==> config.mk <==
export PLATFORM = sky130hd
export DESIGN_NAME = vlt_ctrl
export DESIGN_NICKNAME = d
export VERILOG_FILES = /design/src/design/voxel_line_traversal_defines.svh /design/src/design/vlt_pkg.sv /design/src/design/vlt_ctrl.sv
export SDC_FILE = /design/constraint.sdc
export NUM_CORES = 1
export LEC_CHECK = 0
export BUFFER_PORTS_ARGS = -buffer_cell sky130_fd_sc_hd__buf_2
export CAP_MARGIN = 20
export CORE_MARGIN = 2
export CORE_UTILIZATION = 54
export DETAILED_ROUTE_END_ITERATION = 7
export GPL_TIMING_DRIVEN = 0
export PLACE_DENSITY = 0.79
export SYNTH_ARGS = -nofsm -noshare
export SYNTH_HDL_FRONTEND = slang
export SYNTH_SLANG_ARGS = --single-unit
export TNS_END_PERCENT = 5
==> constraint.sdc <==
create_clock -name clk -period 2.32 [get_ports clk]
set_clock_uncertainty 0.05 [all_clocks]
set_input_delay 0.464 -clock clk [delete_from_list [all_inputs] [get_ports clk]]
set_output_delay 0.464 -clock clk [all_outputs]
set_load 0.03 [all_outputs]
==> src/design/voxel_line_traversal_defines.svh <==
// Assertion helpers for the asserting file, voxel_line_traversal.sv.
`ifndef VOXEL_LINE_TRAVERSAL_DEFINES_SVH
`define VOXEL_LINE_TRAVERSAL_DEFINES_SVH

`define VLT_ASSERT_IMP(label, ante, cons, msg) \
    label: assert property (@(posedge clk) disable iff (!rst_n) (ante) |-> (cons)) \
        else $error(msg);

`define VLT_ASSERT_NEXT(label, ante, cons, msg) \
    label: assert property (@(posedge clk) disable iff (!rst_n) (ante) |=> (cons)) \
        else $error(msg);

`endif

==> src/design/vlt_pkg.sv <==
package vlt_pkg;

    localparam int COORD_W     = 32;
    localparam int SIZE_W      = 24;
    localparam int DELTA_W     = COORD_W + 1;
    localparam int DEN_W       = 33;
    localparam int NUM_W       = 35;
    localparam int CHUNK_W     = 11;
    localparam int NCHUNK      = DEN_W / CHUNK_W;
    localparam int CHUNK_IDX_W = 2;
    localparam int PP_W        = NUM_W + CHUNK_W;
    localparam int PROD_W      = NUM_W + DEN_W;
    localparam int DIV_STEPS   = COORD_W;
    localparam int DIV_CNT_W   = $clog2(DIV_STEPS);
    localparam int AXIS_W      = 2;
    localparam int MAX_CELLS_DEF = 64;
    localparam int PADDR_W     = 4;
    localparam int PDATA_W     = 32;

    localparam logic [1:0] REG_CELL_SIZE_X = 2'd0;
    localparam logic [1:0] REG_CELL_SIZE_Y = 2'd1;
    localparam logic [1:0] REG_CELL_SIZE_Z = 2'd2;

    localparam logic [AXIS_W-1:0] AXIS_X = 2'd0;
    localparam logic [AXIS_W-1:0] AXIS_Z = 2'd2;

    typedef struct packed {
        logic signed [COORD_W-1:0] start_x;
        logic signed [COORD_W-1:0] start_y;
        logic signed [COORD_W-1:0] start_z;
        logic signed [COORD_W-1:0] end_x;
        logic signed [COORD_W-1:0] end_y;
        logic signed [COORD_W-1:0] end_z;
    } seg_t;

    typedef struct packed {
        logic signed [COORD_W-1:0] cell_x;
        logic signed [COORD_W-1:0] cell_y;
        logic signed [COORD_W-1:0] cell_z;
        logic                      last_cell;
        logic                      truncated;
    } voxel_t;

    typedef struct packed {
        logic                   load;
        logic                   div_step;
        logic                   init;
        logic                   best_clear;
        logic                   best_take;
        logic                   mul_clear;
        logic                   mul_step;
        logic                   best_upd;
        logic                   emit;
        logic                   advance;
        logic [AXIS_W-1:0]      axis;
        logic [CHUNK_IDX_W-1:0] chunk;
        logic                   last;
        logic                   trunc;
    } cmd_t;

    typedef struct packed {
        logic same;
        logic active;
        logic best_valid;
        logic beyond;
        logic less;
        logic out_free;
    } stat_t;

endpackage

==> src/design/vlt_ctrl.sv <==
module vlt_ctrl #(
    parameter int MAX_CELLS = vlt_pkg::MAX_CELLS_DEF
) (
    input  logic            clk,
    input  logic            rst_n,
    input  logic            seg_valid,
    input  vlt_pkg::stat_t  stat,
    output vlt_pkg::cmd_t   cmd,
    output logic            busy
);

    localparam int CNT_W = $clog2(MAX_CELLS + 1);

    localparam logic [2:0] S_IDLE   = 3'd0;
    localparam logic [2:0] S_DIV    = 3'd1;
    localparam logic [2:0] S_INIT   = 3'd2;
    localparam logic [2:0] S_SCAN   = 3'd3;
    localparam logic [2:0] S_MUL    = 3'd4;
    localparam logic [2:0] S_CMP    = 3'd5;
    localparam logic [2:0] S_DECIDE = 3'd6;
    localparam logic [2:0] S_EMIT   = 3'd7;

    logic [2:0]                        state_reg, state_next;
    logic [vlt_pkg::DIV_CNT_W-1:0]     div_cnt_reg, div_cnt_next;
    logic [vlt_pkg::AXIS_W-1:0]        axis_reg, axis_next;
    logic [vlt_pkg::CHUNK_IDX_W-1:0]   chunk_reg, chunk_next;
    logic [CNT_W-1:0]                  count_reg, count_next;
    logic                              last_reg, last_next;
    logic                              trunc_reg, trunc_next;
    logic                              at_limit;

    assign at_limit = ((CNT_W+1)'(count_reg) + (CNT_W+1)'(1)) >= (CNT_W+1)'(MAX_CELLS);
    assign busy     = (state_reg != S_IDLE);

    always_ff @(posedge clk or negedge rst_n)
    begin
        if (!rst_n)
        begin
            state_reg   <= S_IDLE;
            div_cnt_reg <= '0;
            axis_reg    <= '0;
            chunk_reg   <= '0;
            count_reg   <= '0;
            last_reg    <= 1'b0;
            trunc_reg   <= 1'b0;
        end
        else
        begin
            state_reg   <= state_next;
            div_cnt_reg <= div_cnt_next;
            axis_reg    <= axis_next;
            chunk_reg   <= chunk_next;
            count_reg   <= count_next;
            last_reg    <= last_next;
            trunc_reg   <= trunc_next;
        end
    end

    always_comb
    begin
        state_next   = state_reg;
        div_cnt_next = div_cnt_reg;
        axis_next    = axis_reg;
        chunk_next   = chunk_reg;
        count_next   = count_reg;
        last_next    = last_reg;
        trunc_next   = trunc_reg;
        cmd          = '0;
        cmd.axis     = axis_reg;
        cmd.chunk    = chunk_reg;
        cmd.last     = last_reg;
        cmd.trunc    = trunc_reg;

        unique case (state_reg)
            S_IDLE:
            begin
                if (seg_valid)
                begin
                    cmd.load     = 1'b1;
                    div_cnt_next = '0;
                    count_next   = '0;
                    state_next   = S_DIV;
                end
            end
            S_DIV:
            begin
                cmd.div_step = 1'b1;
                div_cnt_next = div_cnt_reg + 1'b1;
                if (div_cnt_reg == vlt_pkg::DIV_CNT_W'(vlt_pkg::DIV_STEPS - 1))
                    state_next = S_INIT;
            end
            S_INIT:
            begin
                cmd.init       = 1'b1;
                cmd.best_clear = 1'b1;
                axis_next      = vlt_pkg::AXIS_X;
                if (stat.same)
                begin
                    last_next  = 1'b1;
                    trunc_next = 1'b0;
                    state_next = S_EMIT;
                end
                else
                    state_next = S_SCAN;
            end
            S_SCAN:
            begin
                if (stat.active && stat.best_valid)
                begin
                    cmd.mul_clear = 1'b1;
                    chunk_next    = '0;
                    state_next    = S_MUL;
                end
                else
                begin
                    cmd.best_take = stat.active;
                    if (axis_reg == vlt_pkg::AXIS_Z)
                        state_next = S_DECIDE;
                    else
                        axis_next = axis_reg + 1'b1;
                end
            end
            S_MUL:
            begin
                cmd.mul_step = 1'b1;
                chunk_next   = chunk_reg + 1'b1;
                if (chunk_reg == vlt_pkg::CHUNK_IDX_W'(vlt_pkg::NCHUNK - 1))
                    state_next = S_CMP;
            end
            S_CMP:
            begin
                cmd.best_upd = 1'b1;
                if (axis_reg == vlt_pkg::AXIS_Z)
                    state_next = S_DECIDE;
                else
                begin
                    axis_next  = axis_reg + 1'b1;
                    state_next = S_SCAN;
                end
            end
            S_DECIDE:
            begin
                last_next  = stat.beyond || at_limit;
                trunc_next = !stat.beyond && at_limit;
                state_next = S_EMIT;
            end
            S_EMIT:
            begin
                if (stat.out_free)
                begin
                    cmd.emit = 1'b1;
                    if (last_reg)
                        state_next = S_IDLE;
                    else
                    begin
                        cmd.advance    = 1'b1;
                        cmd.best_clear = 1'b1;
                        count_next     = count_reg + 1'b1;
                        axis_next      = vlt_pkg::AXIS_X;
                        state_next     = S_SCAN;
                    end
                end
            end
            default:
                state_next = S_IDLE;
        endcase
    end

endmodule

==> impl_metrics.yaml <==
worst_setup_path:
  crit_required_ns: 1.81
  critPathLaunchType: "flop"
  worst-r2r-cell-count: 6
  reg2reg_from: "div_cnt_reg[0]"
  r2r_slack_ns: 0.35
  critical_path.most_common_cell: "buf_2"
  worstPathCellList: "buf_2 -> buf_2 -> nor3_1 -> buf_2"
  crit_path_end_kind: "output port"
  r2r-end: "state_reg[1]"
  cpPeakStageDelay_ns: 0.45
  critical_path_arrival_ns: 1.79
  crit_buf_inv: 3
  path_class: "reg -> out"
  crit_family: "buffers and inverters"
  crit_fanout: 10
  crit_path_top_delay_cell: "dfrtp_1"
logic_synthesis:
  syn_avg_cell_area_um2: 8.868
  synth_top_area_share_pct: 39.77
  synth_enable_flop_cells: 0
  async_flop_share_pct: 100.0
  yosysWarnings: 0
  yosysTopAreaCell: "dfrtp_1"
  syn_nets: 163
  yosysUniqueCellTypes: 40
  ys.flop_type: "dfrtp_1"
  ys_seq_area_share_pct: 39.77
  synth.top_cells.by_area: "dfrtp_1, ha_1, o21ai_0"
  syn_area_um2: 1321
  syn-instance-count: 149
  ys_ff_latch: 21
clock_network:
  cts_tree: "yes"
  cts-buffers-inserted: 3
  cts-resized-gates: 2
  cts_sinks: 21
  clock_path_buffers: 2
  clk_latency_ns: 0.31
  hold_buffers: 0
  clk_pin_slew_ns: 0.13
  cts_setup_buffers: 0
  root_buffer: "clkbuf_4"
  htree_levels: 1
power:
  switching_share_pct: 46.93
  power.leakage_nw: 0.7569
  p_sw_mw: 0.9008
  clkPwrFrac_pct: 9.8
  peakVddDrop_mv: 0.7761
  power_frac_seq_pct: 31.4
  powerDensity_nw_per_um2: 1268
  p_comb_share_pct: 58.8
  internal-power_mw: 1.019
timing:
  worst_slew_pin_slew_ns: 0.6385
  min_period_ns: 2.302
  hold_viol: 0
  slew_headroom_pct: 57.24
  layout_setup_ws_ns: 0.01836
  fmaxAchievable_mhz: 434.5
  fin_setup_tns_ns: 0
  grt_setup_unrepaired: "true"
  finalSetupViolations: 0
  finalCritPeriodShare_pct: 99.21
  final_max_slew_viol_count: 0
routing:
  drt_iter0_markers: 25
  drc: 0
  first_pass_iters: 4
  via_count: 1233
  ant_nets: 0
  wl_per_cell_um: 14.81
  viasPerCell: 6.015
  wirelength_mm: 3.037
final_layout:
  fin_util_pct: 67.15
  fin_nets: 192
  diodes: 0
  drive_above_1_share_pct: 27.12
  finalNonFillerCells: 205
  syn_to_final_growth_pct: 14.58
  largest_register_ffs: 7
die:
  initial_core_util_pct: 58.60
  rows: 17
  core_area_um2: 2255
  die_area_um2: 2859
  die_x_um: 53.47
  dieHeight_um: 53.47
  ioPinCount: 26
outcome:
  status: "finished, final reports clean"
global_route:
  grt_pass1_vias: 1118
  grt.overflow.total: 0
  grt_max_degree: 22
  grt_pass1_wl_mm: 5.085
  grt_use_total_pct: 24.90
  antenna_found_initial: 0
placed_design:
  portBuffers: 24
  dpl.hpwl_mm: 2.236
  dpl_worst_slack_ns: 0.2184
  place_congestion: 0.8316
  dp.cells: 201
hold_path:
  hp-class: "in -> async"
flow_run:
  drv_cap: 0
-- cell usage after synthesis (3+ instances only) --
| library cell | n |
|---|---|
| a21oi_1 | 8 |
| a22o_1 | 5 |
| a31oi_1 | 3 |
| buf_2 | 5 |
| dfrtp_1 | 21 |
| ha_1 | 5 |
| inv_1 | 9 |
| mux2_2 | 4 |
| nand2_1 | 12 |
| nand3_1 | 7 |
| nand4_1 | 3 |
| nor2_1 | 15 |
| nor3b_1 | 5 |
| o21ai_0 | 12 |
| or3_1 | 3 |
-- placed cells by master (no fill, tap or decap), types with 2 or more instances in the layout --
cell,n
buf_2,27
dfrtp_1,20
nor2_1,15
nand2_1,12
o21ai_0,12
inv_1,9
a21oi_1,8
nand3_1,7
clkbuf_4,5
nor3b_1,5
a22o_1,5
ha_1,5
mux2_2,4
or3_1,3
nand4_1,3
a31oi_1,3
buf_4,3
and2_1,2
and3_1,2
nand2b_1,2
mux2_4,2
a211oi_1,2
nor2b_1,2
-- worst max path at each step --
stage	startpoint	slack (ns)	cells past startpoint	end
floorplan	state_reg[2]	0.01	4	count_reg[3]
global placement	state_reg[0]	0.25	5	cmd[11]
detailed placement	state_reg[0]	0.22	5	cmd[11]
CTS	state_reg[1]	0.03	4	cmd[9]
global route	state_reg[1]	-0.04	4	cmd[9]
finish	state_reg[1]	0.02	4	cmd[9]
-- power by group through the flow --
stage,Combinational [mW],Clock (mW),Sequential (mW)
after detailed placement,1.11,0,0.604
final,1.13,0.188,0.602
after floorplan,0.836,0,0.612
after CTS,1.12,0.190,0.598
after global placement,1.07,0,0.600
after global routing,1.26,0.201,0.623
-- stage by stage --
stage               cell area, µm²  hold slack (ns)  total power, mW
floorplan                     1321           0.1184            1.448
global placement              1476           0.3984            1.672
detailed placement            1476           0.3999            1.718
CTS                           1506          0.05227            1.910
global route                  1514          0.07239            2.083
finish                        1514          0.03843            1.920
-- logic make-up after synthesis --
| logic type | after synthesis | share of synthesized area (%) |
|---|---|---|
| muxes | 7 | 6.439 |
| adders and majority gates | 5 | 4.735 |
| buffers and inverters | 17 | 5.870 |
| and+or+nand+nor | 63 | 25.76 |
| AOI/OAI and AO/OA | 36 | 17.42 |
| DFF | 21 | 39.77 |
-- routing by layer --
| metal | track usage [%] | vias up | routed length, µm |
|---|---|---|---|
| li1 | - | 595 | - |
| met1 | 32.63 | 610 | 1408 |
| met2 | 41.77 | 24 | 1489 |
| met3 | 2.542 | 4 | 94 |
| met4 | 9.402 | 0 | 45 |
| met5 | 0 | - | 0 |
-- final cells by class --
class,count,area [µm²]
tap,28,35.03
clock inverter,1,5.005
fill,198,740.7
sequential,21,526.8
buffer,8,50.05
timing repair buffer,24,122.6
clock buffer,3,22.52
multi-input combinational,111,718.2
inverter,9,33.78
No activity file was read; power rests on OpenSTA's default activity.
